==> config.mk <==
export PLATFORM = sky130hd
export DESIGN_NAME = link_retry_backoff_controller_unit_flat
export DESIGN_NICKNAME = d
export VERILOG_FILES = /design/src/lrbc_pkg.sv /design/src/lrbc_if.sv /design/src/lrbc_ctrl.sv /design/src/lrbc_dp.sv /design/src/link_retry_backoff_controller_unit.sv /design/src/flat_wrapper.sv
export SDC_FILE = /design/constraint.sdc
export NUM_CORES = 1
export LEC_CHECK = 0
export BUFFER_PORTS_ARGS = -buffer_cell sky130_fd_sc_hd__buf_4
export CORE_MARGIN = 2
export CORE_UTILIZATION = 62
export DETAILED_ROUTE_END_ITERATION = 10
export PLACE_DENSITY_LB_ADDON = 0.25
export SETUP_SLACK_MARGIN = 0.3
export SLEW_MARGIN = 20
export SYNTH_ARGS = -nofsm -noshare
export SYNTH_HDL_FRONTEND = slang
export SYNTH_HIERARCHICAL = 1
export SYNTH_SLANG_ARGS = --single-unit
==> constraint.sdc <==
create_clock -name clk_i -period 11.9 [get_ports clk_i]
set_input_delay 0.595 -clock clk_i [delete_from_list [all_inputs] [get_ports clk_i]]
set_output_delay 0.595 -clock clk_i [all_outputs]
set_load 0.1 [all_outputs]
==> src/lrbc_pkg.sv <==
// lrbc_pkg: shared types, codes and constants of the link retry backoff controller
// no dependencies; used by lrbc_ctrl, lrbc_dp, the top level and the testbench

package lrbc_pkg;

  // table size
  localparam int unsigned MAX_ENTRIES_DEF = 8;

  // register reset values
  localparam logic [15:0] RST_CONNECT_TIMEOUT = 16'd15000;
  localparam logic [15:0] RST_INITIAL_BACKOFF = 16'd1000;
  localparam logic [15:0] RST_MAX_BACKOFF     = 16'd60000;

  // configuration register indexes
  typedef enum logic [2:0] {
    CFG_NETWORK_COUNT   = 3'd0,
    CFG_PRIORITY_WORD   = 3'd1,
    CFG_CONNECT_TIMEOUT = 3'd2,
    CFG_INITIAL_BACKOFF = 3'd3,
    CFG_MAX_BACKOFF     = 3'd4
  } cfg_reg_e;

  typedef enum logic {
    OP_START = 1'b0,
    OP_CHECK = 1'b1
  } opcode_e;

  typedef enum logic [1:0] {
    LS_DISCONNECTED = 2'd0,
    LS_CONNECTING   = 2'd1,
    LS_CONNECTED    = 2'd2,
    LS_FAILED       = 2'd3
  } link_state_e;

  typedef enum logic [1:0] {
    SEQ_IDLE = 2'd0,
    SEQ_SORT = 2'd1,
    SEQ_EXEC = 2'd2
  } seq_state_e;

  // controller to datapath
  typedef struct packed {
    logic latch;      // capture the accepted beat
    logic sort_step;  // place one entry into the order table
    logic exec;       // update link state and load the result register
  } lrbc_cmd_t;

  // datapath to controller
  typedef struct packed {
    logic start_sort; // incoming beat is a start with at least one entry
    logic sort_last;  // current sort step places the last entry
    logic out_free;   // result register can take a new result
  } lrbc_sts_t;

  // 8-bit priority of an entry; entries past the eighth have priority zero
  function automatic logic [7:0] prio_of(logic [63:0] word, logic [3:0] entry);
    logic [7:0] p;
    p = 8'd0;
    if (!entry[3]) begin
      p = word[{entry[2:0], 3'b000} +: 8];
    end
    return p;
  endfunction

endpackage

==> src/lrbc_if.sv <==
// lrbc_if: valid/ready channel interfaces for input and result beats
// no dependencies

interface lrbc_in_if;
  logic        valid;
  logic        ready;
  logic        opcode;
  logic [31:0] now_ms;
  logic        link_up;

  modport source (output valid, output opcode, output now_ms, output link_up, input ready);
  modport sink (input valid, input opcode, input now_ms, input link_up, output ready);
endinterface

interface lrbc_out_if;
  logic       valid;
  logic       ready;
  logic [1:0] link_state;
  logic       connect_req;
  logic [2:0] connect_entry;
  logic       disconnect_req;

  modport source (output valid, output link_state, output connect_req,
                  output connect_entry, output disconnect_req, input ready);
  modport sink (input valid, input link_state, input connect_req,
                input connect_entry, input disconnect_req, output ready);
endinterface

==> src/lrbc_ctrl.sv <==
// lrbc_ctrl: sequencing state machine (accept, sort walk, execute)
// depends on lrbc_pkg

module lrbc_ctrl (
  input  logic                  clk_i,
  input  logic                  rst_ni,
  input  logic                  in_valid_i,
  output logic                  in_ready_o,
  input  lrbc_pkg::lrbc_sts_t   sts_i,
  output lrbc_pkg::lrbc_cmd_t   cmd_o
);

  lrbc_pkg::seq_state_e state_q, state_d;

  always_ff @(posedge clk_i or negedge rst_ni) begin
    if (!rst_ni) begin
      state_q <= lrbc_pkg::SEQ_IDLE;
    end else begin
      state_q <= state_d;
    end
  end

  always_comb begin
    state_d    = state_q;
    cmd_o      = '0;
    in_ready_o = (state_q == lrbc_pkg::SEQ_IDLE);
    unique case (state_q)
      lrbc_pkg::SEQ_IDLE: begin
        if (in_valid_i) begin
          cmd_o.latch = 1'b1;
          state_d     = sts_i.start_sort ? lrbc_pkg::SEQ_SORT : lrbc_pkg::SEQ_EXEC;
        end
      end
      lrbc_pkg::SEQ_SORT: begin
        cmd_o.sort_step = 1'b1;
        if (sts_i.sort_last) begin
          state_d = lrbc_pkg::SEQ_EXEC;
        end
      end
      lrbc_pkg::SEQ_EXEC: begin
        // hold while the previous result is still waiting
        if (sts_i.out_free) begin
          cmd_o.exec = 1'b1;
          state_d    = lrbc_pkg::SEQ_IDLE;
        end
      end
      default: begin
        state_d = lrbc_pkg::SEQ_IDLE;
      end
    endcase
  end

endmodule

==> src/lrbc_dp.sv <==
// lrbc_dp: configuration registers, order table, rank sorter, link state and result register
// depends on lrbc_pkg

module lrbc_dp #(
  parameter int unsigned MAX_ENTRIES = lrbc_pkg::MAX_ENTRIES_DEF
) (
  input  logic                clk_i,
  input  logic                rst_ni,
  input  logic                cfg_we_i,
  input  logic [2:0]          cfg_idx_i,
  input  logic [63:0]         cfg_data_i,
  input  logic                opcode_i,
  input  logic [31:0]         now_ms_i,
  input  logic                link_up_i,
  input  logic                out_ready_i,
  input  lrbc_pkg::lrbc_cmd_t cmd_i,
  output lrbc_pkg::lrbc_sts_t sts_o,
  output logic                out_valid_o,
  output logic [1:0]          link_state_o,
  output logic                connect_req_o,
  output logic [2:0]          connect_entry_o,
  output logic                disconnect_req_o
);

  localparam int unsigned IDX_W = (MAX_ENTRIES > 1) ? $clog2(MAX_ENTRIES) : 1;
  localparam int unsigned CNT_W = $clog2(MAX_ENTRIES + 1);

  // configuration
  logic [3:0]  net_count_q;
  logic [63:0] prio_word_q;
  logic [15:0] timeout_q;
  logic [15:0] init_boff_q;
  logic [15:0] max_boff_q;

  always_ff @(posedge clk_i or negedge rst_ni) begin
    if (!rst_ni) begin
      net_count_q <= 4'd0;
      prio_word_q <= 64'd0;
      timeout_q   <= lrbc_pkg::RST_CONNECT_TIMEOUT;
      init_boff_q <= lrbc_pkg::RST_INITIAL_BACKOFF;
      max_boff_q  <= lrbc_pkg::RST_MAX_BACKOFF;
    end else if (cfg_we_i) begin
      unique case (cfg_idx_i)
        lrbc_pkg::CFG_NETWORK_COUNT:   net_count_q <= cfg_data_i[3:0];
        lrbc_pkg::CFG_PRIORITY_WORD:   prio_word_q <= cfg_data_i;
        lrbc_pkg::CFG_CONNECT_TIMEOUT: timeout_q   <= cfg_data_i[15:0];
        lrbc_pkg::CFG_INITIAL_BACKOFF: init_boff_q <= cfg_data_i[15:0];
        lrbc_pkg::CFG_MAX_BACKOFF:     max_boff_q  <= cfg_data_i[15:0];
        default: ;
      endcase
    end
  end

  // live entry count, clamped to the table size
  logic [CNT_W-1:0] n_live;
  assign n_live = ({1'b0, net_count_q} > 5'(MAX_ENTRIES)) ? CNT_W'(MAX_ENTRIES)
                                                          : CNT_W'(net_count_q);

  // captured beat
  logic        op_q;
  logic [31:0] now_q;
  logic        up_q;

  always_ff @(posedge clk_i) begin
    if (cmd_i.latch) begin
      op_q  <= opcode_i;
      now_q <= now_ms_i;
      up_q  <= link_up_i;
    end
  end

  // sort walk: rank of entry sort_q among live entries, ties by index
  logic [IDX_W-1:0] sort_q;
  logic [CNT_W-1:0] rank;
  logic [7:0]       prio_cur;

  always_ff @(posedge clk_i or negedge rst_ni) begin
    if (!rst_ni) begin
      sort_q <= '0;
    end else if (cmd_i.latch) begin
      sort_q <= '0;
    end else if (cmd_i.sort_step) begin
      sort_q <= sort_q + IDX_W'(1);
    end
  end

  assign prio_cur = lrbc_pkg::prio_of(prio_word_q, 4'(sort_q));

  always_comb begin
    rank = '0;
    for (int k = 0; k < MAX_ENTRIES; k++) begin
      if ((CNT_W'(k) < n_live) &&
          ((lrbc_pkg::prio_of(prio_word_q, 4'(k)) < prio_cur) ||
           ((lrbc_pkg::prio_of(prio_word_q, 4'(k)) == prio_cur) && (IDX_W'(k) < sort_q)))) begin
        rank = rank + CNT_W'(1);
      end
    end
  end

  logic [IDX_W-1:0] order_q [MAX_ENTRIES];

  always_ff @(posedge clk_i) begin
    if (cmd_i.sort_step) begin
      order_q[rank[IDX_W-1:0]] <= sort_q;
    end
  end

  // link state
  lrbc_pkg::link_state_e lst_q, lst_d;
  logic [IDX_W-1:0]      try_q, try_d;
  logic [31:0]           last_q, last_d;
  logic [15:0]           boff_q, boff_d;
  logic [31:0]           elapsed;
  logic [CNT_W-1:0]      try_inc;
  logic [16:0]           boff_dbl;
  logic [IDX_W-1:0]      rd_addr;
  logic                  req, disc;
  logic [2:0]            entry;

  assign elapsed  = now_q - last_q;
  assign try_inc  = CNT_W'(try_q) + CNT_W'(1);
  assign boff_dbl = {boff_q, 1'b0};

  always_comb begin
    lst_d   = lst_q;
    try_d   = try_q;
    last_d  = last_q;
    boff_d  = boff_q;
    req     = 1'b0;
    disc    = 1'b0;
    rd_addr = try_q;
    if (op_q == lrbc_pkg::OP_START) begin
      try_d   = '0;
      rd_addr = '0;
      boff_d  = init_boff_q;
      if (n_live != '0) begin
        req = 1'b1;
      end else begin
        lst_d = lrbc_pkg::LS_FAILED;
      end
    end else begin
      unique case (lst_q)
        lrbc_pkg::LS_CONNECTED: begin
          if (!up_q) begin
            lst_d  = lrbc_pkg::LS_DISCONNECTED;
            try_d  = '0;
            boff_d = init_boff_q;
          end
        end
        lrbc_pkg::LS_CONNECTING: begin
          if (up_q) begin
            lst_d  = lrbc_pkg::LS_CONNECTED;
            boff_d = init_boff_q;
          end else if (elapsed > {16'd0, timeout_q}) begin
            disc = 1'b1;
            if (try_inc >= n_live) begin
              try_d  = '0;
              lst_d  = lrbc_pkg::LS_DISCONNECTED;
              last_d = now_q;
            end else begin
              try_d   = IDX_W'(try_inc);
              rd_addr = IDX_W'(try_inc);
              req     = 1'b1;
            end
          end
        end
        lrbc_pkg::LS_DISCONNECTED, lrbc_pkg::LS_FAILED: begin
          if ((n_live != '0) && (elapsed > {16'd0, boff_q})) begin
            boff_d = (boff_dbl > {1'b0, max_boff_q}) ? max_boff_q : boff_dbl[15:0];
            req    = 1'b1;
          end
        end
        default: ;
      endcase
    end
    if (req) begin
      lst_d  = lrbc_pkg::LS_CONNECTING;
      last_d = now_q;
    end
  end

  assign entry = req ? 3'(order_q[rd_addr]) : 3'd0;

  always_ff @(posedge clk_i or negedge rst_ni) begin
    if (!rst_ni) begin
      lst_q  <= lrbc_pkg::LS_DISCONNECTED;
      try_q  <= '0;
      last_q <= 32'd0;
      boff_q <= lrbc_pkg::RST_INITIAL_BACKOFF;
    end else if (cmd_i.exec) begin
      lst_q  <= lst_d;
      try_q  <= try_d;
      last_q <= last_d;
      boff_q <= boff_d;
    end
  end

  // result register
  logic       out_valid_q;
  logic [1:0] res_state_q;
  logic       res_req_q;
  logic [2:0] res_entry_q;
  logic       res_disc_q;

  always_ff @(posedge clk_i or negedge rst_ni) begin
    if (!rst_ni) begin
      out_valid_q <= 1'b0;
    end else begin
      out_valid_q <= cmd_i.exec | (out_valid_q & ~out_ready_i);
    end
  end

  always_ff @(posedge clk_i) begin
    if (cmd_i.exec) begin
      res_state_q <= lst_d;
      res_req_q   <= req;
      res_entry_q <= entry;
      res_disc_q  <= disc;
    end
  end

  assign sts_o.start_sort = (opcode_i == lrbc_pkg::OP_START) && (n_live != '0);
  assign sts_o.sort_last  = ((CNT_W'(sort_q) + CNT_W'(1)) == n_live);
  assign sts_o.out_free   = ~out_valid_q | out_ready_i;

  assign out_valid_o      = out_valid_q;
  assign link_state_o     = res_state_q;
  assign connect_req_o    = res_req_q;
  assign connect_entry_o  = res_entry_q;
  assign disconnect_req_o = res_disc_q;

endmodule

==> src/link_retry_backoff_controller_unit.sv <==
// a check beat goes from idle to execute, which loads the result register once it is
//   free; a start beat with n live entries first passes the sort walk, the rank sorter
//   placing one entry per cycle; a new beat is taken only when idle again
// a new beat is taken while the previous result still waits in the result register
// reset: asynchronous, active low; registers to their defaults, link disconnected,
//   order table contents undefined until a start beat has sorted it
// top level of the link retry backoff controller; depends on lrbc_pkg, lrbc_if,
// lrbc_ctrl and lrbc_dp

module link_retry_backoff_controller_unit #(
  parameter int unsigned MAX_ENTRIES = lrbc_pkg::MAX_ENTRIES_DEF
) (
  input  logic        clk_i,
  input  logic        rst_ni,
  input  logic        cfg_we_i,
  input  logic [2:0]  cfg_idx_i,
  input  logic [63:0] cfg_data_i,
  lrbc_in_if.sink     in_i,
  lrbc_out_if.source  out_o
);

  // command and status between the sequencer and the datapath
  lrbc_pkg::lrbc_cmd_t cmd;
  lrbc_pkg::lrbc_sts_t sts;

  // sequencer: idle -> (sort walk) -> execute, ready only when idle
  lrbc_ctrl u_ctrl (
    .clk_i      (clk_i),
    .rst_ni     (rst_ni),
    .in_valid_i (in_i.valid),
    .in_ready_o (in_i.ready),
    .sts_i      (sts),
    .cmd_o      (cmd)
  );

  // datapath: config, order table, link state and the result register
  lrbc_dp #(
    .MAX_ENTRIES (MAX_ENTRIES)
  ) u_dp (
    .clk_i            (clk_i),
    .rst_ni           (rst_ni),
    .cfg_we_i         (cfg_we_i),
    .cfg_idx_i        (cfg_idx_i),
    .cfg_data_i       (cfg_data_i),
    .opcode_i         (in_i.opcode),
    .now_ms_i         (in_i.now_ms),
    .link_up_i        (in_i.link_up),
    .out_ready_i      (out_o.ready),
    .cmd_i            (cmd),
    .sts_o            (sts),
    .out_valid_o      (out_o.valid),
    .link_state_o     (out_o.link_state),
    .connect_req_o    (out_o.connect_req),
    .connect_entry_o  (out_o.connect_entry),
    .disconnect_req_o (out_o.disconnect_req)
  );

  // a connect request always leaves the link in the connecting state
  a_req_connecting : assert property (@(posedge clk_i) disable iff (!rst_ni)
    out_o.valid && out_o.connect_req |-> out_o.link_state == lrbc_pkg::LS_CONNECTING)
    else $error("connect request without connecting state");

  // an abort that issues no new attempt ends disconnected
  a_abort_disc : assert property (@(posedge clk_i) disable iff (!rst_ni)
    out_o.valid && out_o.disconnect_req && !out_o.connect_req
      |-> out_o.link_state == lrbc_pkg::LS_DISCONNECTED)
    else $error("abort without retry not disconnected");

  // in the cycle after a beat is taken the sequencer is busy
  a_busy_after_accept : assert property (@(posedge clk_i) disable iff (!rst_ni)
    in_i.valid && in_i.ready |=> !in_i.ready)
    else $error("beat accepted on consecutive cycles");

  // a result is only loaded when the result register is free
  a_exec_free : assert property (@(posedge clk_i) disable iff (!rst_ni)
    cmd.exec |-> sts.out_free)
    else $error("result register overwritten");

endmodule

==> src/flat_wrapper.sv <==
// flat-port wrapper written by rule: the top's interface ports become plain ports
module link_retry_backoff_controller_unit_flat 
#(
  parameter int unsigned MAX_ENTRIES = lrbc_pkg::MAX_ENTRIES_DEF
)
  (clk_i, rst_ni, cfg_we_i, cfg_idx_i, cfg_data_i, in_i_valid, in_i_opcode, in_i_now_ms, in_i_link_up, in_i_ready, out_o_valid, out_o_link_state, out_o_connect_req, out_o_connect_entry, out_o_disconnect_req, out_o_ready);
  lrbc_in_if in_i_i ();
  lrbc_out_if out_o_i ();
  input  logic clk_i;
  input  logic rst_ni;
  input  logic cfg_we_i;
  input  logic [2:0] cfg_idx_i;
  input  logic [63:0] cfg_data_i;
  input wire logic [$bits(in_i_i.valid)-1:0] in_i_valid;
  input wire logic [$bits(in_i_i.opcode)-1:0] in_i_opcode;
  input wire logic [$bits(in_i_i.now_ms)-1:0] in_i_now_ms;
  input wire logic [$bits(in_i_i.link_up)-1:0] in_i_link_up;
  output wire logic [$bits(in_i_i.ready)-1:0] in_i_ready;
  output wire logic [$bits(out_o_i.valid)-1:0] out_o_valid;
  output wire logic [$bits(out_o_i.link_state)-1:0] out_o_link_state;
  output wire logic [$bits(out_o_i.connect_req)-1:0] out_o_connect_req;
  output wire logic [$bits(out_o_i.connect_entry)-1:0] out_o_connect_entry;
  output wire logic [$bits(out_o_i.disconnect_req)-1:0] out_o_disconnect_req;
  input wire logic [$bits(out_o_i.ready)-1:0] out_o_ready;
  assign in_i_i.valid = in_i_valid;
  assign in_i_i.opcode = in_i_opcode;
  assign in_i_i.now_ms = in_i_now_ms;
  assign in_i_i.link_up = in_i_link_up;
  assign in_i_ready = in_i_i.ready;
  assign out_o_valid = out_o_i.valid;
  assign out_o_link_state = out_o_i.link_state;
  assign out_o_connect_req = out_o_i.connect_req;
  assign out_o_connect_entry = out_o_i.connect_entry;
  assign out_o_disconnect_req = out_o_i.disconnect_req;
  assign out_o_i.ready = out_o_ready;
  link_retry_backoff_controller_unit #(.MAX_ENTRIES(MAX_ENTRIES)) u_core (.clk_i(clk_i), .rst_ni(rst_ni), .cfg_we_i(cfg_we_i), .cfg_idx_i(cfg_idx_i), .cfg_data_i(cfg_data_i), .in_i(in_i_i), .out_o(out_o_i));
endmodule
# After elaboration in Yosys (flattened, before gate mapping)
# Memories as Yosys holds them, arrays and structs flattened. A register that Yosys moved wholly into a read port is not among the register bits.
# Index checks and enable logic that the tools add are counted.
# W data, S select, Z words.
op_classes:
  n_addsub: 11
  magnitude_cmp: 29
  n_eq_ne: 28
  n_shift: 1
  muxes: 62
  n_bitwise: 8
  reduce_logical: 47
op_table:
  columns: ["operator", "n"]
  rows:
  - ["$mux W32", 6]
  - ["$mux W16", 5]
  - ["$eq A8 B8 Y1", 8]
  - ["$gt A32 B16 Y1", 2]
  - ["$lt A8 B8 Y1", 8]
  - ["$shiftx A64 B7 Y8", 1]
  - ["$mux W3", 19]
  - ["$pmux W16 S3", 1]
  - ["$sub A32 B32 Y32", 1]
  - ["$mux W2", 11]
  - ["$add A3 B1 Y3 const B", 7]
  - ["$logic_and A1 B1 Y1", 18]
  - ["$gt A17 B16 Y1", 1]
  - ["$lt A3 B4 Y1 const A", 4]
  - ["$mux W1", 15]
  - ["$ne A3 B3 Y1 const B", 5]
  - ["$lt A3 B3 Y1 const A", 4]
  - ["$reduce_and A2 Y1", 5]
  - ["$reduce_bool A2 Y1", 5]
  - ["$add A3 B1 Y4 const B", 2]
  - ["$logic_or A1 B1 Y1", 8]
  - ["$lt A1 B4 Y1 const A", 2]
  - ["$lt A2 B4 Y1 const A", 2]
  - ["$eq A2 B2 Y1 const B", 3]
  - ["31 further kinds", 43]
totals:
  reg_bits: 213
  ramBits: 24
  word_cells: 205
  memories: 1
memory_table:
  columns: ["name", "depth", "width", "read_ports", "rd_ports_with_merged_regs", "write_ports", "line_no", "source"]
  rows:
  - ["u_core.u_dp.order_q", 8, 3, 1, 1, 1, "lrbc_dp.sv:100", "logic [IDX_W-1:0] order_q [MAX_ENTRIES];"]

# Longest topological paths before layout
logic_depth:
  ltp_word: 20
  mapped_depth: 37
  mapped_depth_nobuf: 35

# Cells and area by module
# Netlist, hierarchy kept.
modules_own_cells:
  columns: ["module", "n_inst", "cells_per_inst", "area_per_inst_um2", "seq_area_each_um2"]
  rows:
  - ["lrbc_dp", 1, 1427, 15439.8, 6313.6]
  - ["lrbc_ctrl", 1, 13, 126.4, 50.0]

# Least setup slack after synthesis
# Ideal clock, no wire load.
synth_timing:
  path_kind: "flip-flop to flip-flop"
  from: "register u_core.u_dp.sort_q[0]"
  to: "memory u_core/u_dp/order_q[0][0] (netlist bit) (enable)"
  setup_ns: 0.319
  arrival_ns: 7.174
  slack_ns: 4.408
  path_stages_with_launch: 36
  path_cell_list: "dfrtp_1 buf_1 clkbuf_1 mux4_2 mux2i_1 ha_1 nor2b_1 o21a_1 o21ai_0 nand2b_1 a21oi_1 nor2b_1 o21ai_0 nand2b_1 a21oi_1 nor2_1 nor2_1 ha_1 xor2_1 ha_1 mux2_2 ha_1 inv_1 a21oi_1 ha_1 nand2_1 o21ai_0 ha_1 nand2b_1 o21a_1 ha_1 inv_1 or2_2 xnor2_1 nand3_1 nor2_1"
synth_between:
  elab_chain_len: 20
  word_cells_on_any_way: 64
synth_rtl:
  columns: ["element", "line_no", "source"]
  rows:
  - ["start, declared", "lrbc_dp.sv:73", "logic [IDX_W-1:0] sort_q;"]
  - ["start signal, assigned", "lrbc_dp.sv:83", "sort_q <= sort_q + IDX_W'(1);"]
  - ["parallel branches: the longest is 19 deep, another holds $lt A8 B8 Y1", null, null]
  - ["$mux W3 (*)", "lrbc_dp.sv:92", "if ((CNT_W'(k) < n_live) &&"]
  - ["end, declared", "lrbc_dp.sv:100", null]
# Mark *: on every way between the ends.

# Final worst setup path
layout_timing:
  from: "register u_core.u_dp.sort_q[0]"
  to: "memory u_core/u_dp/order_q[0][1] (netlist bit) (enable)"
# The elaborated chain is that of the path after synthesis.

==> run_results.csv <==
group,metric,value,unit
run_status,outcome,"complete, but fails checks",
run_status,violations,"negative hold slack",
final_layout,layout_commonest_cell,"ha_1",
die,die_h,162.5,um
synthesis,async_reset_ff_share,72.92,%
die,floorplan.initialDensity,63.63,%
setup_path,slowest_stage,"mux2i_1",
die,dieWidth,162.5,um
clock_tree,cts_tree,"yes",
die,rows,57,
pwr,leakage,7.709,nW
route,drtIter0Drc,928,
pwr,p_clk_share,13.7,%
clock_tree,h-tree-depth,1,
sta,rsz0062_at_grt,"no",
synthesis,ys_types,101,
final_layout,n_fill_cell,1819,
final_layout,seqCellArea,6364,um^2
synthesis,syn_nets,1704,
route,drc_errors,0,
clock_tree,cts_resized,0,
synthesis,postSynthAreaPerCell,10.81,um^2
route,ant_nets,0,
final_layout,layout_common_cells,"157 x ha_1, 149 x dfrtp_1, 123 x buf_4, 106 x inv_1, 105 x nand2_1",
pwr,p_sw_share,44.65,%
synthesis,synth-seq-cells,240,
final_layout,fin_cells,1890,
global_routing,grt_max_degree,73,
die,die_area,26390,um^2
clock_tree,clock-root-buffer,"clkbuf_16",
synthesis,ys.flop_type,"dfrtp_1",
route,routedWlPerCell,19.68,um
global_routing,grt_pass1_vias,11670,
placed_design,dp_hpwl,27.41,mm
setup_path,cp.required,12100,ps
final_layout,drive_gt1_share,23.50,%
sta,min_period_over_period,64.16,%
global_routing,grt_pass1_wl,61.26,mm
synthesis,ys_top_cells_by_area,"dfrtp_1 24%, ha_1 13%, edfxtp_1 13%",
sta,finalSetupViolations,0,
clock_tree,insertion_delay,530,ps
route,num_vias,11670,
setup_path,worstSetupStartpointType,"flop",
global_routing,track_usage,28.92,%
setup_path,arrival,7840,ps
sta,final.min_clock_period,7635,ps
pwr,power_frac_seq,23.4,%
sta,maxSlewViolCount,0,
setup_path,worst_setup_path_end_kind,"flop",
hold_path,min_path_type,"input port to asynchronous set/reset pin",
sta,hold_ws,-4.404,ps
sta,hold_viol_final,2,
synthesis,synth_top_area_cell,"dfrtp_1",
synthesis,synth-edff-count,65,
sta,relSlewSlack,24.73,%
flow_run,cap_viol_max_count,0,
sta,setup_tns,0,ps
pwr,peakVddDrop,289.9,uV
placed_design,port-buffer-count,114,
clock_tree,clock-sinks,240,
route,firstDrtPassIters,7,
route,viasPerCell,6.172,
synthesis,netlist_instances,1440,
sta,fmax,0.1310,GHz
placed_design,post-place-cells,1842,
setup_path,cp_max_fo,33,
final_layout,num-nets-final,1810,
setup_path,critPathMaxStageDelay,610,ps
placed_design,gp_congestion,0.9314,
synthesis,seq_area_frac_synth,40.88,%
pwr,p_comb_share,62.9,%
synthesis,syn_area,15570,um^2
setup_path,cp_common_cell,"ha_1",
global_routing,grt_antenna_before_repair,0,
clock_tree,cts_buffer_depth,3,
final_layout,multiInputGateArea,8527,um^2
sta,finalClockSkew,12.11,ps
pwr,p_int,3.208,mW
clock_tree,cts_setup_buffers,0,
pwr,power.switching,2.588,mW
clock_tree,postCtsHoldBufs,0,
final_layout,n_antenna_cell,0,
route,wl,37.19,mm
die,coreArea,24460,um^2
sta,tightest_slew,1119,ps
synthesis,ys_warn_count,6,
clock_tree,cts_buffers,26,
pwr,p_per_area,331.7,nW/um^2
global_routing,grt_overflow,0,
clock_tree,cts.clk_slew.worst_paths,70,ps
die,io-pin-count,115,
final_layout,area_growth,12.24,%
synthesis,yosysTopAreaCellShare,23.95,%
setup_path,critPathKind,"flop to flop",
-- cell usage after synthesis, types with 4 or more instances --
cell type / count
mux4_2: 16
edfxtp_1: 65
clkbuf_1: 27
xor2_1: 14
xnor2_1: 19
ha_1: 157
nor3b_1: 7
a21boi_0: 6
and2_1: 6
nor3_1: 23
a211oi_1: 15
nor2b_1: 17
o21ai_0: 79
a2111oi_0: 4
o2111ai_1: 5
nand3b_1: 4
o22ai_1: 7
mux2_4: 30
nor4_1: 9
o21ai_1: 5
nor2_1: 74
a21oi_2: 4
a21oi_1: 81
nand3_1: 22
o21a_1: 38
nand2_1: 105
mux2_2: 98
nand4_1: 31
inv_1: 106
a31oi_1: 4
dfstp_2: 26
dfrtp_1: 149
mux2i_1: 32
and3_1: 5
o211ai_1: 8
nand2b_1: 16
a21o_1: 28
-- layout make-up --
cell class                      count  area share, %
Sequential cell                   240          36.42
Multi-Input combinational cell   1047          48.80
Clock buffer                       42          4.483
Timing Repair Buffer              124          5.349
Clock inverter                      6         0.3223
Tap cell                          324          2.320
Inverter                          107          2.299
-- logic make-up after synthesis --
group,Yosys count,share of synthesized area [%]
fa+ha+maj,158,12.75
buf+inv,153,4.429
compound gates,326,13.70
flops,240,40.88
mux,177,14.43
simple gates,349,11.40
xor+xnor,37,2.419
-- final timing paths --
kind	to	startpoint	slack, ps	cells after the start
setup / recovery	u_core/u_dp/order_q[0][1]	u_core/u_dp/sort_q[0]	4260	34
hold / removal	u_core/u_dp/last_q[17]	rst_ni	-4	1
setup reg to reg	u_core/u_dp/order_q[0][1]	u_core/u_dp/sort_q[0]	4260	34
hold reg to reg	u_core/u_dp/last_q[29]	u_core/u_dp/last_q[29]	510	1
max in group asynchronous	u_core/u_dp/prio_word_q[35]	rst_ni	10700	2
min in group clk_i	u_core/u_dp/now_q[11]	in_i_now_ms[11]	240	1
-- per-stage QoR --
step | cell area (um^2) | setup slack (ps) | hold slack [ps] | total power [mW] | utilization (%)
6_report | 17470 | 4265 | -4.404 | 5.796 | 71.42
5_1_grt | 17470 | 3617 | 28.60 | 6.284 | 71.42
4_1_cts | 17470 | 4303 | 2.318 | 5.763 | 71.42
3_5_place_dp | 16630 | 4350 | 492.9 | 4.922 | 67.99
3_3_place_gp | 16630 | 4607 | 489.2 | 4.780 | 67.99
2_1_floorplan | 15570 | 4408 | 299.4 | 4.112 | -
-- power by group through the flow --
stage,clock network [mW],registers (mW),logic (mW)
final,0.793,1.35,3.65
after global routing,0.843,1.38,4.06
after CTS,0.809,1.35,3.60
after detailed placement,0,1.36,3.56
after global placement,0,1.35,3.43
after floorplan,0,1.37,2.74
-- sequential cells by signal (all words and copies together) (netlist names) --
register / flops
u_core/u_dp/init_boff_q: 16
u_core/u_dp/try_q: 3
u_core/u_dp/order_q: 24
u_core/u_dp/max_boff_q: 16
u_core/u_dp/prio_word_q: 64
u_core/u_dp/connect_req_o: 1
u_core/u_dp/disconnect_req_o: 1
u_core/u_dp/now_q: 32
u_core/u_dp/sort_q: 3
u_core/u_dp/op_q: 1
u_core/u_ctrl/state_q: 2
u_core/u_dp/lst_q: 2
u_core/u_dp/timeout_q: 16
u_core/u_dp/boff_q: 16
u_core/u_dp/last_q: 32
u_core/u_dp/connect_entry_o: 3
u_core/u_dp/out_valid_o: 1
u_core/u_dp/link_state_o: 2
u_core/u_dp/net_count_q: 4
u_core/u_dp/up_q: 1
-- routing by layer --
metal,global-route usage [%],wire length [um],part of all wire [%],up-vias
met4,7.884,957,2.6,0
met5,0,0,0,-
li1,-,-,-,5518
met2,44.74,16730,45,380
met1,42.97,17280,46,5686
met3,4.074,2215,6.0,82
-- critical path: cells and delay by family (launching register included) --
family	cells	cell delay, ps
AOI/OAI and AO/OA	8	1170
xor gates and xnor gates	2	360
adders and majority gates	7	1940
buffers and inverters	3	510
DFF	1	320
muxes	3	1480
and+or+nand+nor	11	1490
(Power assumes the default switching activity.)
